$ cat src/sv/gdd_pkg.sv
// Shared types, constants and table functions for the Gregorian date difference block.
// Used by gregorian_date_difference; depends on nothing.
`timescale 1ns / 1ps
`default_nettype none
package gdd_pkg;

    localparam int unsigned YEAR_W  = 14;
    localparam int unsigned MONTH_W = 4;
    localparam int unsigned DAY_W   = 5;
    localparam int unsigned COUNT_W = 22;

    localparam logic [YEAR_W-1:0]  YEAR_MAX   = 14'd9999;
    localparam logic [MONTH_W-1:0] MONTH_FEB  = 4'd2;
    localparam logic [MONTH_W-1:0] MONTH_LAST = 4'd12;

    // Quotient unit operand and result widths.
    localparam int unsigned DIV_IN_W = 13;
    localparam int unsigned DIV_Q_W  = 9;

    // Reciprocal of 25 scaled by 2^17, rounded up; exact for inputs below 43690.
    localparam int unsigned RECIP25_SHIFT = 17;
    localparam logic [25:0] RECIP25       = 26'd5243;

    typedef enum logic [8:0] {
        S_IDLE   = 9'b000000001,
        S_MUL    = 9'b000000010,
        S_ADD4   = 9'b000000100,
        S_SUB100 = 9'b000001000,
        S_ADD400 = 9'b000010000,
        S_CHK100 = 9'b000100000,
        S_CHK400 = 9'b001000000,
        S_MON    = 9'b010000000,
        S_DIFF   = 9'b100000000
    } t_state;

    function automatic logic [DIV_Q_W-1:0] div25(input logic [DIV_IN_W-1:0] x);
        logic [25:0] prod;
        prod = 26'(x) * RECIP25;
        return prod[RECIP25_SHIFT +: DIV_Q_W];
    endfunction

    // Days in the year before the first of the month; 0 for a month code out of range.
    function automatic logic [8:0] days_before(input logic [MONTH_W-1:0] m);
        logic [8:0] r;
        unique case (m)
            4'd1:    r = 9'd0;
            4'd2:    r = 9'd31;
            4'd3:    r = 9'd59;
            4'd4:    r = 9'd90;
            4'd5:    r = 9'd120;
            4'd6:    r = 9'd151;
            4'd7:    r = 9'd181;
            4'd8:    r = 9'd212;
            4'd9:    r = 9'd243;
            4'd10:   r = 9'd273;
            4'd11:   r = 9'd304;
            4'd12:   r = 9'd334;
            default: r = 9'd0;
        endcase
        return r;
    endfunction

    function automatic logic [DAY_W-1:0] month_len(input logic [MONTH_W-1:0] m,
                                                   input logic leap);
        logic [DAY_W-1:0] r;
        unique case (m)
            4'd2:                                r = leap ? 5'd29 : 5'd28;
            4'd4, 4'd6, 4'd9, 4'd11:             r = 5'd30;
            4'd1, 4'd3, 4'd5, 4'd7, 4'd8, 4'd10,
            4'd12:                               r = 5'd31;
            default:                             r = 5'd0;
        endcase
        return r;
    endfunction

endpackage
`default_nettype wire

$ cat src/sv/gregorian_date_difference.sv
// Top level of the Gregorian date difference block: sequencer around one shared
// adder/subtractor and one divide-by-25 reciprocal unit. Depends on gdd_pkg.
//
// Usage: drive both dates on the i_year_*, i_month_*, i_day_* ports and raise start.
// The request is taken at a rising edge where start is high and busy is low; the
// dates are captured then and need not stay. busy stays high while the request
// is worked on. The result appears on o_day_count and o_bad_date for exactly one
// cycle with o_valid high; the receiver cannot stall, so it must take it then.
// o_valid goes high in the same cycle in which busy drops; the block takes no new
// request before it is through with the last one. Each date takes seven steps:
// 365*year and the three leap-year corrections through the shared adder, two
// divisibility checks through the divide-by-25 unit, and the month and day
// offset through the adder; then one step forms the absolute difference. A date
// with a year above 9999, a month outside 1..12, or a day outside its month
// gives o_bad_date high and a count of 0. Synchronous reset (i_rst_n low)
// returns the sequencer to idle and drops o_valid; a request in flight is lost.
`timescale 1ns / 1ps
`default_nettype none
module gregorian_date_difference (
    input  wire                                 i_clk,
    input  wire                                 i_rst_n,
    input  wire                                 start,
    output logic                                busy,
    input  wire  [gdd_pkg::YEAR_W-1:0]          i_year_a,
    input  wire  [gdd_pkg::MONTH_W-1:0]         i_month_a,
    input  wire  [gdd_pkg::DAY_W-1:0]           i_day_a,
    input  wire  [gdd_pkg::YEAR_W-1:0]          i_year_b,
    input  wire  [gdd_pkg::MONTH_W-1:0]         i_month_b,
    input  wire  [gdd_pkg::DAY_W-1:0]           i_day_b,
    output logic                                o_valid,
    output logic [gdd_pkg::COUNT_W-1:0]         o_day_count,
    output logic                                o_bad_date
);
    import gdd_pkg::*;

    t_state                 r_state, n_state;
    logic                   r_sel, n_sel;
    logic [YEAR_W-1:0]      r_year_a, r_year_b;
    logic [MONTH_W-1:0]     r_month_a, r_month_b;
    logic [DAY_W-1:0]       r_day_a, r_day_b;
    logic [COUNT_W-1:0]     r_acc, n_acc;
    logic [COUNT_W-1:0]     r_sa, n_sa;
    logic                   r_bad, n_bad;
    logic                   r_z100, n_z100;
    logic                   r_z400, n_z400;
    logic                   r_valid, n_valid;
    logic [COUNT_W-1:0]     r_count, n_count;
    logic                   r_bad_out, n_bad_out;

    // Current date
    logic [YEAR_W-1:0]      cur_y;
    logic [MONTH_W-1:0]     cur_m;
    logic [DAY_W-1:0]       cur_d;
    logic                   leap;
    logic                   date_ok;

    // Shared units
    logic [COUNT_W-1:0]     u_a, u_b, u_sum;
    logic                   u_sub;
    logic [DIV_IN_W-1:0]    dv_in;
    logic [DIV_Q_W-1:0]     dv_q;
    logic [DIV_IN_W-1:0]    dv_back;
    logic                   dv_exact;

    logic [YEAR_W:0]        y_p3, y_p99, y_p399;
    logic [COUNT_W-1:0]     mon_add;
    logic                   take;

    assign take = start && !busy;

    always_comb begin
        cur_y = r_sel ? r_year_b  : r_year_a;
        cur_m = r_sel ? r_month_b : r_month_a;
        cur_d = r_sel ? r_day_b   : r_day_a;
    end

    assign y_p3   = {1'b0, cur_y} + (YEAR_W+1)'(3);
    assign y_p99  = {1'b0, cur_y} + (YEAR_W+1)'(99);
    assign y_p399 = {1'b0, cur_y} + (YEAR_W+1)'(399);

    assign leap = (cur_y[1:0] == 2'b00) && (!r_z100 || r_z400);

    assign date_ok = (cur_y <= YEAR_MAX)
                  && (cur_m != '0) && (cur_m <= MONTH_LAST)
                  && (cur_d != '0) && (cur_d <= month_len(cur_m, leap));

    assign mon_add = COUNT_W'(days_before(cur_m))
                   + COUNT_W'((cur_m > MONTH_FEB) && leap)
                   + COUNT_W'(cur_d) - COUNT_W'(1);

    // Divide-by-25 operand: /100 and /400 are a shift followed by /25.
    always_comb begin
        unique case (r_state)
            S_SUB100: dv_in = DIV_IN_W'(y_p99 >> 2);
            S_ADD400: dv_in = DIV_IN_W'(y_p399 >> 4);
            S_CHK100: dv_in = DIV_IN_W'(cur_y >> 2);
            S_CHK400: dv_in = DIV_IN_W'(cur_y >> 4);
            default:  dv_in = '0;
        endcase
    end

    assign dv_q     = div25(dv_in);
    assign dv_back  = (DIV_IN_W'(dv_q) << 4) + (DIV_IN_W'(dv_q) << 3) + DIV_IN_W'(dv_q);
    assign dv_exact = (dv_back == dv_in);

    // Adder operand selection
    always_comb begin
        u_a   = r_acc;
        u_b   = '0;
        u_sub = 1'b0;
        unique case (r_state)
            S_MUL: begin
                u_a = '0;
                u_b = COUNT_W'(cur_y) * COUNT_W'(365);
            end
            S_ADD4:   u_b = COUNT_W'(y_p3 >> 2);
            S_SUB100: begin
                u_b   = COUNT_W'(dv_q);
                u_sub = 1'b1;
            end
            S_ADD400: u_b = COUNT_W'(dv_q);
            S_MON:    u_b = mon_add;
            S_DIFF: begin
                u_sub = 1'b1;
                if (r_sa >= r_acc) begin
                    u_a = r_sa;
                    u_b = r_acc;
                end else begin
                    u_a = r_acc;
                    u_b = r_sa;
                end
            end
            default: ;
        endcase
    end

    assign u_sum = u_sub ? (u_a - u_b) : (u_a + u_b);

    // Sequencer
    always_comb begin
        n_state   = r_state;
        n_sel     = r_sel;
        n_acc     = r_acc;
        n_sa      = r_sa;
        n_bad     = r_bad;
        n_z100    = r_z100;
        n_z400    = r_z400;
        n_valid   = 1'b0;
        n_count   = r_count;
        n_bad_out = r_bad_out;
        unique case (r_state)
            S_IDLE: begin
                if (take) begin
                    n_state = S_MUL;
                    n_sel   = 1'b0;
                    n_bad   = 1'b0;
                end
            end
            S_MUL: begin
                n_acc   = u_sum;
                n_state = S_ADD4;
            end
            S_ADD4: begin
                n_acc   = u_sum;
                n_state = S_SUB100;
            end
            S_SUB100: begin
                n_acc   = u_sum;
                n_state = S_ADD400;
            end
            S_ADD400: begin
                n_acc   = u_sum;
                n_state = S_CHK100;
            end
            S_CHK100: begin
                n_z100  = (cur_y[1:0] == 2'b00) && dv_exact;
                n_state = S_CHK400;
            end
            S_CHK400: begin
                n_z400  = (cur_y[3:0] == 4'b0000) && dv_exact;
                n_state = S_MON;
            end
            S_MON: begin
                n_acc = u_sum;
                n_bad = r_bad || !date_ok;
                if (!r_sel) begin
                    n_sa    = u_sum;
                    n_sel   = 1'b1;
                    n_state = S_MUL;
                end else begin
                    n_state = S_DIFF;
                end
            end
            S_DIFF: begin
                n_count   = r_bad ? '0 : u_sum;
                n_bad_out = r_bad;
                n_valid   = 1'b1;
                n_state   = S_IDLE;
            end
            default: n_state = S_IDLE;
        endcase
    end

    always_ff @(posedge i_clk) begin
        if (!i_rst_n) begin
            r_state <= S_IDLE;
            r_valid <= 1'b0;
        end else begin
            r_state <= n_state;
            r_valid <= n_valid;
        end
    end

    // Payload and working registers; no reset needed.
    always_ff @(posedge i_clk) begin
        if (take) begin
            r_year_a  <= i_year_a;
            r_month_a <= i_month_a;
            r_day_a   <= i_day_a;
            r_year_b  <= i_year_b;
            r_month_b <= i_month_b;
            r_day_b   <= i_day_b;
        end
        r_sel     <= n_sel;
        r_acc     <= n_acc;
        r_sa      <= n_sa;
        r_bad     <= n_bad;
        r_z100    <= n_z100;
        r_z400    <= n_z400;
        r_count   <= n_count;
        r_bad_out <= n_bad_out;
    end

    assign busy        = (r_state != S_IDLE);
    assign o_valid     = r_valid;
    assign o_day_count = r_count;
    assign o_bad_date  = r_bad_out;

endmodule
`default_nettype wire
$ cat config.mk
export PLATFORM = sky130hd
export DESIGN_NAME = gregorian_date_difference
export DESIGN_NICKNAME = d
export VERILOG_FILES = /design/src/sv/gdd_pkg.sv /design/src/sv/gregorian_date_difference.sv
export SDC_FILE = /design/constraint.sdc
export NUM_CORES = 1
export LEC_CHECK = 0
export BUFFER_PORTS_ARGS = -buffer_cell sky130_fd_sc_hd__buf_2
export CORE_ASPECT_RATIO = 0.9
export CORE_MARGIN = 2
export CORE_UTILIZATION = 54
export DETAILED_ROUTE_END_ITERATION = 8
export PLACE_DENSITY_LB_ADDON = 0.08
export SLEW_MARGIN = 20
export SYNTH_ARGS = -nofsm -noshare
export SYNTH_HDL_FRONTEND = slang
export SYNTH_SLANG_ARGS = --single-unit
export TNS_END_PERCENT = 50
$ cat constraint.sdc
create_clock -name i_clk -period 12.4 [get_ports i_clk]
set_input_delay 1.86 -clock i_clk [delete_from_list [all_inputs] [get_ports i_clk]]
set_output_delay 1.86 -clock i_clk [all_outputs]
set_load 0.02 [all_outputs]
==> flow_summary.ini, run 1 <==
[status]
outcome = completed

[cells_and_area]
drive_above_1_share_pct = 10.7
antenna-diode-count = 0
instances_no_fill = 2180
area_growth_pct = 9.25
multi_input_area_mm2 = 0.0110
fin_area_mm2 = 0.0173
nets = 2145
seqCellArea_mm2 = 0.00371
nFillCells = 2651

[critical_path]
criticalPathCategory = reg2reg
cp.required_ns = 12.59
end_kind = flip-flop
slowest_delay_ns = 0.56
critPathArrivalTime_ns = 11.73
critPathBufInv = 5
cp-start-kind = flip-flop
path_max_fanout = 16
crit_family = compound AO/OA/AOI/OAI gates
cp_slowest_cell = fa_1

[floorplanning]
die_x_um = 185
row_count = 59
ios = 74
die-area_mm2 = 0.0308
die-height_um = 167
initial_core_util_pct = 54.8
core_area_mm2 = 0.0289

[detailed_routing]
vias_per_cell = 5.85
drt_pass1_iterations = 5
drc = 0
wl_per_cell_um = 19.8
vias = 12800
routed_wl_um = 43100
ant_nets = 0
drt-initial-drc-count = 1020

[clock_tree]
cts_buffers = 17
cts_root_buf = clkbuf_16
htreeDepth = 4
insertion_delay_ns = 0.44
holdBufCountCts = 0
cts.sinks = 127
cts_tree = done
clock_path_buffers = 2
clk_pin_slew_ns = 0.07

[synth]
syn_area_per_cell_um2 = 9.34
syn_nets = 2073
synthFlopType = edfxtp_1
ys_types = 101
syn-cell-area_mm2 = 0.0159
synthArstFlopShare_pct = 0
synth_warnings = 0
post-synth-top-area-fraction_pct = 22.1
synth_cells = 1699
yosys_register_bits = 127
synth_edf_count = 117
ys_seq_area_share_pct = 23.4
synth_top_area_cell = edfxtp_1
synth_area_leaders = edfxtp_1, ha_1, fa_1, inv_1, xnor2_1

[placed_design]
numPlacedInstances = 2148
gp_congestion = 0.929
dpl_cell_area_mm2 = 0.0167
numPortBuffers = 73
dp_hpwl_um = 34500

[timing]
finalSetupViolCount = 0
finalSetupTns_ns = 0
finClkSkew_ns = 0.0144
hold_violations = 0
period_minus_slack_ns = 11.54
clock.fmax_mhz = 86.6
slew_headroom_pct = 35.2
rsz0062_at_grt = false
slew_violations = 0
worstMarginPinSlew_ns = 0.945
finalCritPeriodShare_pct = 93.1

[grt]
antenna_found_initial = 0
grt_max_degree = 35
grt_pass1_wl_um = 69100
grt.overflow.total = 0
grtUsageTotal_pct = 29.1
first_global_vias = 12800

[flow_run]
cap_viol_max_count = 0

[min_path]
hp-class = reg2reg
[routing by layer]
| metal | vias up | global-route usage (%) | routed length (um) |
|---|---|---|---|
| li1 | 6168 | - | - |
| met4 | 0 | 8.97 | 1210 |
| met5 | - | 0 | 0 |
| met1 | 6105 | 41.0 | 19900 |
| met2 | 414 | 45.0 | 18900 |
| met3 | 65 | 5.84 | 2990 |
[logic make-up after synthesis]
kind of cell    count (synthesis)  share of synthesized area (%)
xor+xnor                      112                           6.18
compound gates                390                           17.1
simple gates                  400                           12.9
mux                            29                           2.17
fa+ha+maj                     326                           30.5
buf+inv                       315                           7.79
flops                         127                           23.4
[worst reg2reg max path: cells and delay by family, from the launching register on]
| family | cells | cell delay, ns |
|---|---|---|
| flops | 1 | 0.45 |
| fa+ha+maj | 7 | 3.07 |
| simple gates | 9 | 2.08 |
| compound gates | 16 | 4.01 |
| xor+xnor | 3 | 0.57 |
| mux | 1 | 0.34 |
| buf+inv | 5 | 0.81 |
[final timing paths]
path                            startpoint  slack, ns  cells after the start              end
worst max-delay path                 r_sel       0.86                     41  o_day_count[21]
worst min-delay path            r_state[5]       0.67                      2       r_state[6]
worst min register to register  r_state[5]       0.67                      2       r_state[6]
worst max register to register       r_sel       0.86                     41  o_day_count[21]
[sequential cells by signal, indices dropped and copies added (netlist names)]
name,count
r_year_b,14
r_z400,1
o_valid,1
r_month_b,4
r_state,9
r_sel,1
r_sa,22
r_month_a,4
r_day_a,5
o_day_count,22
r_bad,1
r_z100,1
r_acc,22
r_year_a,14
o_bad_date,1
r_day_b,5
[layout by cell type (no fill, tap or decap), types with 11 or more instances in the layout]
master     instances
edfxtp_1         117
mux2i_1           17
xor2_1            39
and3_1            12
o21bai_1          11
a31oi_1           17
a211oi_1          12
clkbuf_16         17
a21o_1            31
o22ai_1           11
and2_1            31
fa_1             101
o21ai_0           54
nor2_1            93
a21oi_1           92
o31ai_1           27
nor3_1            25
nand2_1          101
inv_1            262
ha_1             224
xnor2_1           72
o211ai_1          19
buf_2             73
nand4_1           20
nand3_1           35
buf_4             25
nor2b_1           18
[layout make-up]
class	count	share of cell area, %
Tap cell	396	2.86
Sequential cell	127	21.4
Clock buffer	17	2.45
Inverter	269	5.83
Timing Repair Buffer	99	3.31
Multi-Input combinational cell	1257	63.3
Clock inverter	15	0.852
[cells in the mapped netlist, drive strengths merged, types with 6 or more instances]
| cell | n |
|---|---|
| inv | 269 |
| o31ai | 27 |
| dfxtp | 10 |
| mux2 | 7 |
| or3 | 6 |
| nor2 | 97 |
| xor2 | 39 |
| nand4 | 21 |
| o21a | 10 |
| fa | 101 |
| clkbuf | 29 |
| nor3b | 7 |
| nand3 | 36 |
| xnor2 | 73 |
| and3 | 13 |
| nand2 | 102 |
| o21bai | 11 |
| a31oi | 17 |
| o211ai | 19 |
| nor2b | 18 |
| buf | 17 |
| ha | 224 |
| and2 | 31 |
| a21o | 32 |
| o2111ai | 11 |
| edfxtp | 117 |
| nor3 | 26 |
| o22ai | 11 |
| o221ai | 6 |
| a21oi | 95 |
| mux2i | 22 |
| nand2b | 10 |
| nor4 | 9 |
| a22oi | 10 |
| o21ai | 63 |
| a211oi | 14 |
| a2111oi | 6 |
[stage by stage]
step / setup WS, ns / hold slack, ns / util (%)
2_1_floorplan: 1.99 / 0.538 / -
3_3_place_gp: 1.01 / 0.656 / 57.8
3_5_place_dp: 0.691 / 0.656 / 57.9
4_1_cts: 0.628 / 0.667 / 59.8
5_1_grt: 0.0185 / 0.744 / 59.9
6_report: 0.858 / 0.671 / 59.9
[timing repair]
action,4_1_cts,5_1_grt
buffers inserted,0,0
endpoints found under the setup margin,0,3
gates resized for setup,0,2
Power of run 1 is left out: the tool's default activity adds up to more than one toggle a clock period on the data nets, which glitch-free logic cannot reach.
==> run 2: changes to the inputs <==
Settings changed: RECOVER_POWER set to 25.
==> run 2 against run 1 <==
Net effect: the run now ends with capacitance limit, slew limit left; critical endpoint unchanged; utilization down 0.12 points; cell count unchanged; cell area down 0.20%; worst hold slack worse by 0.0056 ns; die area unchanged; sequential cell count unchanged; sequential share of layout area about the same; critical path depth unchanged; via count about the same; maximum frequency down 0.20%.
==> flow_summary.ini, run 2 (synthesis results as in run 1) <==
[status]
outcome = finished with violations
failed_checks = capacitance limit, slew limit

[critical_path]
critPathArrivalTime_ns = 11.75
crit_start = r_sel
cp_common_cell = inv_1
rr_endpoint = o_day_count[21]
ff2ff_path_depth = 41
r2r_slack_ns = 0.84
path_max_fanout = 16
slowest_delay_ns = 0.55
cp_slowest_cell = fa_1
end_kind = flip-flop
crit_path_end = o_day_count[21]
r2r-start = r_sel
criticalPathCategory = reg2reg
cp.required_ns = 12.59
cp-start-kind = flip-flop

[clock_tree]
htreeDepth = 4
cts_buffers = 17
cts_tree = done
cts_root_buf = clkbuf_16
clk_pin_slew_ns = 0.07
clock_path_buffers = 2
postCtsSetupBuffers = 0
insertion_delay_ns = 0.44
cts.sinks = 127

[cells_and_area]
final_cell_mix = inv_1, ha_1, edfxtp_1
area_growth_pct = 9.04
drive_above_1_share_pct = 9.81
layout_commonest_cell = inv_1
nets = 2145
antenna-diode-count = 0
nFillCells = 2663

[timing]
finalSetupViolCount = 0
hold_violations = 0
rsz0062_at_grt = false
finalCritPeriodShare_pct = 93.3
slew_violations = 24
clock.fmax_mhz = 86.5
period_minus_slack_ns = 11.56
finalSetupTns_ns = 0
slew_headroom_pct = -69.2
worstMarginPinSlew_ns = 2.53
finClkSkew_ns = 0.0153

[detailed_routing]
wl_per_cell_um = 19.7
routed_wl_um = 43000
ant_nets = 0
vias = 12700
drt_pass1_iterations = 6
drc = 0
drt-initial-drc-count = 1033
vias_per_cell = 5.84

[floorplanning]
die-height_um = 167
die_x_um = 185
die-area_mm2 = 0.0308
row_count = 59
ios = 74
initial_core_util_pct = 54.8
core_area_mm2 = 0.0289

[placed_design]
dp_hpwl_um = 34500
gp_congestion = 0.929
numPortBuffers = 73

[min_path]
hp-class = reg2reg

[grt]
grt_pass1_wl_um = 69100
antenna_found_initial = 0
grtUsageTotal_pct = 29.1
grt_max_degree = 35
grt.overflow.total = 0
first_global_vias = 12800

[flow_run]
cap_viol_max_count = 1
[run 2: through the flow]
stage,cell area (um^2),instances,worst slack [ns],hold WS (ns),utilization [%]
2_1_floorplan,15900,1699,1.99,0.538,-
3_3_place_gp,16700,2147,1.01,0.656,57.8
3_5_place_dp,16700,2148,0.691,0.656,57.9
4_1_cts,17300,2180,0.628,0.667,59.8
5_1_grt,17300,2180,0.0324,0.744,59.8
6_report,17300,2180,0.835,0.665,59.8
[run 2: timing repair]
| item | 4_1_cts | 5_1_grt |
|---|---|---|
| hold buffers | 0 | 0 |
| endpoints found under the setup margin | 0 | 3 |
| hold endpoints to repair | 0 | 0 |
| resized for setup | 0 | 2 |
[run 2: final cells by class]
| cell class | count | area, um^2 | area share [%] |
|---|---|---|---|
| Inverter | 269 | 1010 | 5.84 |
| Timing Repair Buffer | 99 | 556 | 3.21 |
| Clock buffer | 17 | 425 | 2.46 |
| Clock inverter | 15 | 148 | 0.854 |
| Multi-Input combinational cell | 1257 | 10900 | 63.3 |
| Sequential cell | 127 | 3710 | 21.5 |
| Tap cell | 396 | 495 | 2.86 |
[run 2: per-layer routing]
| metal | part of all wire, % | vias up | track usage, % | wire length [um] |
|---|---|---|---|---|
| met4 | 2.8 | 0 | 8.97 | 1200 |
| met5 | 0 | - | 0 | 0 |
| met2 | 44 | 390 | 45.0 | 18900 |
| li1 | - | 6167 | - | - |
| met3 | 6.4 | 62 | 5.84 | 2740 |
| met1 | 47 | 6121 | 41.0 | 20100 |
[run 2: worst min path at each step]
| stage | to | startpoint | cells after the start | slack (ns) |
|---|---|---|---|---|
| floorplan | o_bad_date | r_bad | 0 | 0.54 |
| global placement | r_state[6] | r_state[5] | 2 | 0.66 |
| detailed placement | r_state[6] | r_state[5] | 2 | 0.66 |
| CTS | r_state[6] | r_state[5] | 2 | 0.67 |
| global route | r_state[6] | r_state[5] | 2 | 0.74 |
| finish | r_state[6] | r_state[5] | 2 | 0.67 |
[run 2: critical path, delay by kind of cell (launching register included)]
| family | cells | cell delay (ns) |
|---|---|---|
| adders and majority gates | 7 | 2.90 |
| and+or+nand+nor | 11 | 2.52 |
| AOI/OAI and AO/OA | 13 | 3.90 |
| muxes | 1 | 0.34 |
| xor gates and xnor gates | 2 | 0.31 |
| buffers and inverters | 7 | 0.90 |
| DFF | 1 | 0.45 |
Power of run 2 is left out for the same reason.
